<file path="config.mk">
export PLATFORM = sky130hd
export DESIGN_NAME = handshake_progress_tracker_flat
export DESIGN_NICKNAME = d
export VERILOG_FILES = /design/src/design/hpt_pkg.sv /design/src/design/hpt_if.sv /design/src/design/handshake_progress_tracker.sv /design/src/design/hpt_ctrl.sv /design/src/design/hpt_datapath.sv /design/src/flat_wrapper.sv
export SDC_FILE = /design/constraint.sdc
export NUM_CORES = 1
export LEC_CHECK = 0
export ABC_AREA = 1
export BUFFER_PORTS_ARGS = -buffer_cell sky130_fd_sc_hd__buf_4
export CELL_PAD_IN_SITES_DETAIL_PLACEMENT = 1
export CELL_PAD_IN_SITES_GLOBAL_PLACEMENT = 2
export CORE_ASPECT_RATIO = 1.75
export CORE_MARGIN = 10
export CORE_UTILIZATION = 46
export DETAILED_ROUTE_END_ITERATION = 16
export PLACE_DENSITY = 0.85
export SETUP_SLACK_MARGIN = 0.2
export SYNTH_ARGS = -nofsm -noshare
export SYNTH_HDL_FRONTEND = slang
export SYNTH_SLANG_ARGS = --single-unit
</file>
<file path="constraint.sdc">
create_clock -name clk -period 21.7 [get_ports clk]
set_input_delay 4.34 -clock clk [delete_from_list [all_inputs] [get_ports clk]]
set_output_delay 4.34 -clock clk [all_outputs]
set_load 0.005 [all_outputs]
</file>
<file path="src/design/hpt_pkg.sv">
package hpt_pkg;

  localparam int ENTRIES = 8;
  localparam int IDX_W = (ENTRIES > 1) ? $clog2(ENTRIES) : 1;

  localparam logic [3:0] HALF_ONE = 4'b0011;
  localparam logic [3:0] HALF_TWO = 4'b1100;
  localparam logic [2:0] MSG_MAX = 3'd4;

  typedef logic [IDX_W-1:0] idx_t;

  typedef enum logic [1:0] {
    ST_IDLE,
    ST_SCAN,
    ST_COMMIT
  } ctrl_state_t;

  typedef struct packed {
    logic load;
    logic scan_step;
    logic commit;
  } dp_cmd_t;

  typedef struct packed {
    logic reject;
    logic scan_last;
    logic out_free;
  } dp_status_t;

endpackage

</file>
<file path="src/design/hpt_if.sv">
interface hpt_in_if;
  logic        valid;
  logic        ready;
  logic [31:0] station_key;
  logic [2:0]  message_number;
  logic [31:0] time_ms;

  modport source (output valid, output station_key, output message_number,
                  output time_ms, input ready);
  modport sink (input valid, input station_key, input message_number,
                input time_ms, output ready);
endinterface

interface hpt_out_if;
  logic        valid;
  logic        ready;
  logic        rejected;
  logic        captured;
  logic [2:0]  entry_index;
  logic [3:0]  message_mask;
  logic [31:0] capture_total;

  modport source (output valid, output rejected, output captured,
                  output entry_index, output message_mask, output capture_total,
                  input ready);
  modport sink (input valid, input rejected, input captured,
                input entry_index, input message_mask, input capture_total,
                output ready);
endinterface

</file>
<file path="src/design/handshake_progress_tracker.sv">
// Tracks four-message key exchanges per station key in a table of
// hpt_pkg::ENTRIES entries. Each accepted transfer is captured, then a
// sequential scan over every entry looks for the key, a free entry and the
// entry with the smallest last-seen time, and a commit updates the table and
// loads the result register once an untaken result no longer holds it. A
// rejected message number skips the scan: after capture, the scan state sees
// the rejection, then the result load follows. The result register lets the next
// item be accepted while a finished result still waits.
module handshake_progress_tracker (
  input logic      clk,
  input logic      rst_n,
  hpt_in_if.sink   in_ch,
  hpt_out_if.source out_ch
);
  import hpt_pkg::*;

  dp_cmd_t    cmd;
  dp_status_t status;

  hpt_ctrl u_ctrl (
    .clk      (clk),
    .rst_n    (rst_n),
    .in_valid (in_ch.valid),
    .in_ready (in_ch.ready),
    .status   (status),
    .cmd      (cmd)
  );

  hpt_datapath u_datapath (
    .clk               (clk),
    .rst_n             (rst_n),
    .in_station_key    (in_ch.station_key),
    .in_message_number (in_ch.message_number),
    .in_time_ms        (in_ch.time_ms),
    .cmd               (cmd),
    .status            (status),
    .out_valid         (out_ch.valid),
    .out_ready         (out_ch.ready),
    .out_rejected      (out_ch.rejected),
    .out_captured      (out_ch.captured),
    .out_entry_index   (out_ch.entry_index),
    .out_message_mask  (out_ch.message_mask),
    .out_capture_total (out_ch.capture_total)
  );

endmodule

</file>
<file path="src/design/hpt_ctrl.sv">
module hpt_ctrl (
  input  logic               clk,
  input  logic               rst_n,
  input  logic               in_valid,
  output logic               in_ready,
  input  hpt_pkg::dp_status_t status,
  output hpt_pkg::dp_cmd_t   cmd
);
  import hpt_pkg::*;

  ctrl_state_t state_r;
  ctrl_state_t state_nxt;

  always_ff @(posedge clk) begin
    if (!rst_n) begin
      state_r <= ST_IDLE;
    end else begin
      state_r <= state_nxt;
    end
  end

  always_comb begin
    state_nxt = state_r;
    in_ready  = 1'b0;
    cmd       = '0;
    unique case (state_r)
      ST_IDLE: begin
        in_ready = 1'b1;
        if (in_valid) begin
          cmd.load  = 1'b1;
          state_nxt = ST_SCAN;
        end
      end
      ST_SCAN: begin
        if (status.reject) begin
          state_nxt = ST_COMMIT;
        end else begin
          cmd.scan_step = 1'b1;
          if (status.scan_last) begin
            state_nxt = ST_COMMIT;
          end
        end
      end
      ST_COMMIT: begin
        if (status.out_free) begin
          cmd.commit = 1'b1;
          state_nxt  = ST_IDLE;
        end
      end
      default: begin
        state_nxt = ST_IDLE;
      end
    endcase
  end

endmodule

</file>
<file path="src/design/hpt_datapath.sv">
module hpt_datapath (
  input  logic               clk,
  input  logic               rst_n,
  input  logic [31:0]        in_station_key,
  input  logic [2:0]         in_message_number,
  input  logic [31:0]        in_time_ms,
  input  hpt_pkg::dp_cmd_t   cmd,
  output hpt_pkg::dp_status_t status,
  output logic               out_valid,
  input  logic               out_ready,
  output logic               out_rejected,
  output logic               out_captured,
  output logic [2:0]         out_entry_index,
  output logic [3:0]         out_message_mask,
  output logic [31:0]        out_capture_total
);
  import hpt_pkg::*;

  logic [ENTRIES-1:0] valid_r;
  logic [31:0]        key_r [ENTRIES];
  logic [3:0]         mask_r [ENTRIES];
  logic [31:0]        seen_r [ENTRIES];
  logic [ENTRIES-1:0] counted_r;
  logic [31:0]        count_r;

  logic [31:0] cur_key_r;
  logic [2:0]  cur_msg_r;
  logic [31:0] cur_time_r;
  logic        cur_reject_r;

  idx_t        scan_idx_r;
  logic        hit_r;
  idx_t        hit_idx_r;
  logic        free_r;
  idx_t        free_idx_r;
  idx_t        min_idx_r;
  logic [31:0] min_time_r;

  logic        out_valid_r;
  logic        out_rejected_r;
  logic        out_captured_r;
  logic [2:0]  out_index_r;
  logic [3:0]  out_mask_r;

  logic        scan_valid;
  logic        scan_match;
  idx_t        sel_idx;
  logic [3:0]  msg_bit;
  logic [3:0]  new_mask;
  logic        old_counted;
  logic        cap;
  logic [IDX_W+2:0] sel_wide;

  assign scan_valid = valid_r[scan_idx_r];
  assign scan_match = scan_valid && (key_r[scan_idx_r] == cur_key_r);

  always_comb begin
    priority if (hit_r) begin
      sel_idx = hit_idx_r;
    end else if (free_r) begin
      sel_idx = free_idx_r;
    end else begin
      sel_idx = min_idx_r;
    end
  end

  assign msg_bit     = 4'b0001 << (cur_msg_r - 3'd1);
  assign new_mask    = (hit_r ? mask_r[sel_idx] : 4'b0000) | msg_bit;
  assign old_counted = hit_r && counted_r[sel_idx];
  assign cap         = !old_counted && ((new_mask & HALF_ONE) != 4'b0000) &&
                       ((new_mask & HALF_TWO) != 4'b0000);
  assign sel_wide    = {3'b000, sel_idx};

  assign status.reject    = cur_reject_r;
  assign status.scan_last = (scan_idx_r == IDX_W'(ENTRIES - 1));
  assign status.out_free  = !out_valid_r || out_ready;

  always_ff @(posedge clk) begin
    if (cmd.load) begin
      cur_key_r    <= in_station_key;
      cur_msg_r    <= in_message_number;
      cur_time_r   <= in_time_ms;
      cur_reject_r <= (in_message_number == 3'd0) || (in_message_number > MSG_MAX);
      scan_idx_r   <= '0;
      hit_r        <= 1'b0;
      free_r       <= 1'b0;
    end else if (cmd.scan_step) begin
      scan_idx_r <= scan_idx_r + IDX_W'(1);
      if (scan_match && !hit_r) begin
        hit_r     <= 1'b1;
        hit_idx_r <= scan_idx_r;
      end
      if (!scan_valid && !free_r) begin
        free_r     <= 1'b1;
        free_idx_r <= scan_idx_r;
      end
      if ((scan_idx_r == '0) || (seen_r[scan_idx_r] < min_time_r)) begin
        min_idx_r  <= scan_idx_r;
        min_time_r <= seen_r[scan_idx_r];
      end
    end
  end

  always_ff @(posedge clk) begin
    if (!rst_n) begin
      valid_r <= '0;
      count_r <= '0;
    end else if (cmd.commit && !cur_reject_r) begin
      valid_r[sel_idx] <= 1'b1;
      if (cap) begin
        count_r <= count_r + 32'd1;
      end
    end
  end

  always_ff @(posedge clk) begin
    if (cmd.commit && !cur_reject_r) begin
      key_r[sel_idx]     <= cur_key_r;
      mask_r[sel_idx]    <= new_mask;
      seen_r[sel_idx]    <= cur_time_r;
      counted_r[sel_idx] <= old_counted || cap;
    end
  end

  always_ff @(posedge clk) begin
    if (!rst_n) begin
      out_valid_r <= 1'b0;
    end else if (cmd.commit) begin
      out_valid_r <= 1'b1;
    end else if (out_ready) begin
      out_valid_r <= 1'b0;
    end
  end

  always_ff @(posedge clk) begin
    if (cmd.commit) begin
      if (cur_reject_r) begin
        out_rejected_r <= 1'b1;
        out_captured_r <= 1'b0;
        out_index_r    <= 3'd0;
        out_mask_r     <= 4'd0;
      end else begin
        out_rejected_r <= 1'b0;
        out_captured_r <= cap;
        out_index_r    <= sel_wide[2:0];
        out_mask_r     <= new_mask;
      end
    end
  end

  assign out_valid         = out_valid_r;
  assign out_rejected      = out_rejected_r;
  assign out_captured      = out_captured_r;
  assign out_entry_index   = out_index_r;
  assign out_message_mask  = out_mask_r;
  assign out_capture_total = count_r;

endmodule

</file>
<file path="src/flat_wrapper.sv">
// flat-port wrapper written by rule: the top's interface ports become plain ports
module handshake_progress_tracker_flat import hpt_pkg::*;
  (clk, rst_n, in_ch_valid, in_ch_station_key, in_ch_message_number, in_ch_time_ms, in_ch_ready, out_ch_valid, out_ch_rejected, out_ch_captured, out_ch_entry_index, out_ch_message_mask, out_ch_capture_total, out_ch_ready);
  hpt_in_if in_ch_i ();
  hpt_out_if out_ch_i ();
  input logic clk;
  input logic rst_n;
  input wire logic [$bits(in_ch_i.valid)-1:0] in_ch_valid;
  input wire logic [$bits(in_ch_i.station_key)-1:0] in_ch_station_key;
  input wire logic [$bits(in_ch_i.message_number)-1:0] in_ch_message_number;
  input wire logic [$bits(in_ch_i.time_ms)-1:0] in_ch_time_ms;
  output wire logic [$bits(in_ch_i.ready)-1:0] in_ch_ready;
  output wire logic [$bits(out_ch_i.valid)-1:0] out_ch_valid;
  output wire logic [$bits(out_ch_i.rejected)-1:0] out_ch_rejected;
  output wire logic [$bits(out_ch_i.captured)-1:0] out_ch_captured;
  output wire logic [$bits(out_ch_i.entry_index)-1:0] out_ch_entry_index;
  output wire logic [$bits(out_ch_i.message_mask)-1:0] out_ch_message_mask;
  output wire logic [$bits(out_ch_i.capture_total)-1:0] out_ch_capture_total;
  input wire logic [$bits(out_ch_i.ready)-1:0] out_ch_ready;
  assign in_ch_i.valid = in_ch_valid;
  assign in_ch_i.station_key = in_ch_station_key;
  assign in_ch_i.message_number = in_ch_message_number;
  assign in_ch_i.time_ms = in_ch_time_ms;
  assign in_ch_ready = in_ch_i.ready;
  assign out_ch_valid = out_ch_i.valid;
  assign out_ch_rejected = out_ch_i.rejected;
  assign out_ch_captured = out_ch_i.captured;
  assign out_ch_entry_index = out_ch_i.entry_index;
  assign out_ch_message_mask = out_ch_i.message_mask;
  assign out_ch_capture_total = out_ch_i.capture_total;
  assign out_ch_i.ready = out_ch_ready;
  handshake_progress_tracker u_core (.clk(clk), .rst_n(rst_n), .in_ch(in_ch_i), .out_ch(out_ch_i));
endmodule
</file>
==> flow_metrics.tcl <==
set metrics [dict create \
    dieWidth_um 210 \
    clkSlewWorstSetupHoldPaths_ps 60 \
    p_leak_nw 11.5 \
    cp_max_fo 43 \
    p_total_mw 3.15 \
    yosysWarnings 0 \
    synthAdderAreaFrac 0.0151 \
    synthSimpleGateAreaFrac 0.123 \
    finalCritPeriodShare 0.335 \
    area_growth_pct 13.3 \
    tightest_slew_ps 1190 \
    synth-async-reset-ratio 0 \
    rows 121 \
    synthFlopType "edfxtp_1" \
    portBuffers 113 \
    io-pin-count 114 \
    synthXorXnorAreaFrac 0.0139 \
    syn_nets 2469 \
    synth_top_family_by_area "simple AND/OR/NAND/NOR gates" \
    dp.cells 3185 \
    routed_via_density 5.71 \
    die_y_um 353 \
    critPathRequiredTime_ps 21940 \
    root_buffer "clkbuf_16" \
    mostFrequentLayoutCells "edfxtp_1 (670), nor2_1 (469), o21ai_0 (282), nand2_1 (257), buf_4 (143)" \
    min_period_ps 7280 \
    startpoint_type "primary input" \
    worstSetupPathType "primary input to flip-flop" \
    grt_max_degree 86 \
    grt_pass1_wl_um 119000 \
    cts_resized 0 \
    relSlewSlack 0.204 \
    diodes 0 \
    synth_area_um2 29100 \
    synth_compound_area_frac 0.0887 \
    fin_util 0.529 \
    drt_pre_antenna_iters 5 \
    dieArea_um2 74100 \
    drv_cap 0 \
    synth_edf_count 670 \
    fin_nets 2561 \
    holdCritPathClass "flip-flop to flip-flop" \
    powerDensity_nw_per_um2 95.5 \
    place_area_um2 30700 \
    numCtsBuffers 67 \
    cp-end-kind "flip-flop" \
    tns_ps 0 \
    wl_per_cell_um 23.6 \
    vias 18900 \
    ctsHoldBuffers 0 \
    drt-initial-drc-count 1085 \
    clock-sinks 721 \
    setup_violations 0 \
    antenna_found_initial 0 \
    initial_core_util 0.466 \
    coreArea_um2 62400 \
    clockBufferDepth 3 \
    vdd_drop_max_mv 0.0728 \
    syn_inst 2363 \
    slew_viol_final 0 \
    final_common_cell "edfxtp_1" \
    drive_gt1_frac 0.113 \
    cts_tree "yes" \
    finalHoldViolCount 0 \
    rrSetupSlack_ps 15430 \
    yosys-mux-area-fraction 0.000344 \
    remaining_drc_errors 0 \
    synth_cell_type_count 44 \
    ctsHtreeMaxLevel 3 \
    place.gp.congestion 0.833 \
    postCtsSetupRepairBufs 0 \
    ys_seq_elements 721 \
    finalWirelength_um 78000 \
    clock_skew_ps 26.5 \
    rsz0062_at_grt "no" \
    postLayoutCellArea_um2 33000 \
    avgSynthCellArea_um2 12.3 \
    seq_area_frac_synth 0.727 \
    grt_pass1_vias 20800 \
    clk_latency_ps 620 \
    dpl.hpwl_um 47300 \
    finish.cell_count_without_fillers 3305 \
    status "complete, no violations" \
    ant_nets 0 \
    grt_overflow 0 \
    fmax_mhz 137 \
    grtUsageTotal 0.207 \
    cp.arrival_ps 7510 \
]
state kept, by name (all words and copies together) (netlist names), 2 cells and up, named ones only:
name / flops
u_core.u_datapath.min_time_r: 32
u_core.u_datapath.out_message_mask: 4
u_core.u_datapath.seen_r: 256
u_core.u_datapath.out_capture_total: 32
u_core.u_ctrl.state_r: 2
u_core.u_datapath.cur_msg_r: 3
u_core.u_datapath.min_idx_r: 3
u_core.u_datapath.counted_r: 8
u_core.u_datapath.valid_r: 8
u_core.u_datapath.key_r: 256
u_core.u_datapath.mask_r: 32
u_core.u_datapath.cur_key_r: 32
u_core.u_datapath.free_idx_r: 3
u_core.u_datapath.out_entry_index: 3
u_core.u_datapath.hit_idx_r: 3
u_core.u_datapath.scan_idx_r: 3
u_core.u_datapath.cur_time_r: 32
per-layer routing:
layer / vias up / wire (um) / GRT usage
met5: - / 0 / 0
met4: 0 / 2690 / 0.0874
met3: 134 / 2760 / 0.0239
met2: 445 / 43200 / 0.391
met1: 9658 / 29400 / 0.224
li1: 8631 / - / -
layout make-up:
cell class / count / area [um^2]
Clock buffer: 89 / 1910
Tap cell: 799 / 1000
Clock inverter: 31 / 378
Timing Repair Buffer: 143 / 1070
Sequential cell: 721 / 21100
Fill cell: 6415 / 29400
Multi-Input combinational cell: 1421 / 7070
Inverter: 101 / 392
cells by family after synthesis:
family,count (synthesis)
AO/OA/AOI/OAI,470
XOR/XNOR,46
adder cells (fa/ha/maj),35
buffers and inverters,221
flip-flops,721
multiplexers,1
AND/OR/NAND/NOR,869
synthesized netlist by cell type, types with 28 or more instances:
| library cell | count | area share |
|---|---|---|
| nand3_1 | 47 | 0.0081 |
| edfxtp_1 | 670 | 0.69 |
| ha_1 | 35 | 0.015 |
| a21oi_1 | 48 | 0.0083 |
| o21ai_0 | 282 | 0.049 |
| nand4_1 | 44 | 0.0095 |
| nor2_1 | 473 | 0.061 |
| o22ai_1 | 67 | 0.014 |
| xor2_1 | 28 | 0.0084 |
| nand2_1 | 257 | 0.033 |
| a31oi_1 | 32 | 0.0069 |
| dfxtp_1 | 51 | 0.035 |
| inv_1 | 97 | 0.013 |
| clkbuf_1 | 72 | 0.0093 |
critical path: stages:
cell     delay, ps
buf_4           80
nor2_1          50
nor2_1         590
nand2_1        390
nor2_1         180
inv_1          190
nor2_4         900
buf_4          720
path summary, 6_finish.rpt:
path,start,endpoint,cells past startpoint
hold / removal,u_core.u_datapath.valid_r[2]$_SDFFE_PN0P_,u_core.u_datapath.valid_r[2]$_SDFFE_PN0P_,2
setup / recovery,out_ch_ready,u_core.u_datapath.key_r[6][24]$_DFFE_PP_,8
hold reg to reg,u_core.u_datapath.valid_r[2]$_SDFFE_PN0P_,u_core.u_datapath.valid_r[2]$_SDFFE_PN0P_,2
setup reg to reg,flip-flop,u_core.u_datapath.min_time_r[25]$_DFFE_PP_,18
per-stage QoR:
step | worst slack, ps | hold slack [ps]
after floorplan | 11190 | 424
after global placement | 13920 | 455
after detailed placement | 13760 | 463
after CTS | 14410 | 479
after global routing | 14150 | 518
final | 14420 | 482
report_power, final:
| group | total (mW) | internal, mW | switching [mW] | leakage, nW |
|---|---|---|---|---|
| clock | 1.23 | 0.718 | 0.512 | 1.11 |
| combinational | 0.334 | 0.0983 | 0.236 | 3.91 |
| sequential | 1.58 | 1.55 | 0.0290 | 6.49 |
No activity file was read; power rests on OpenSTA's default activity.
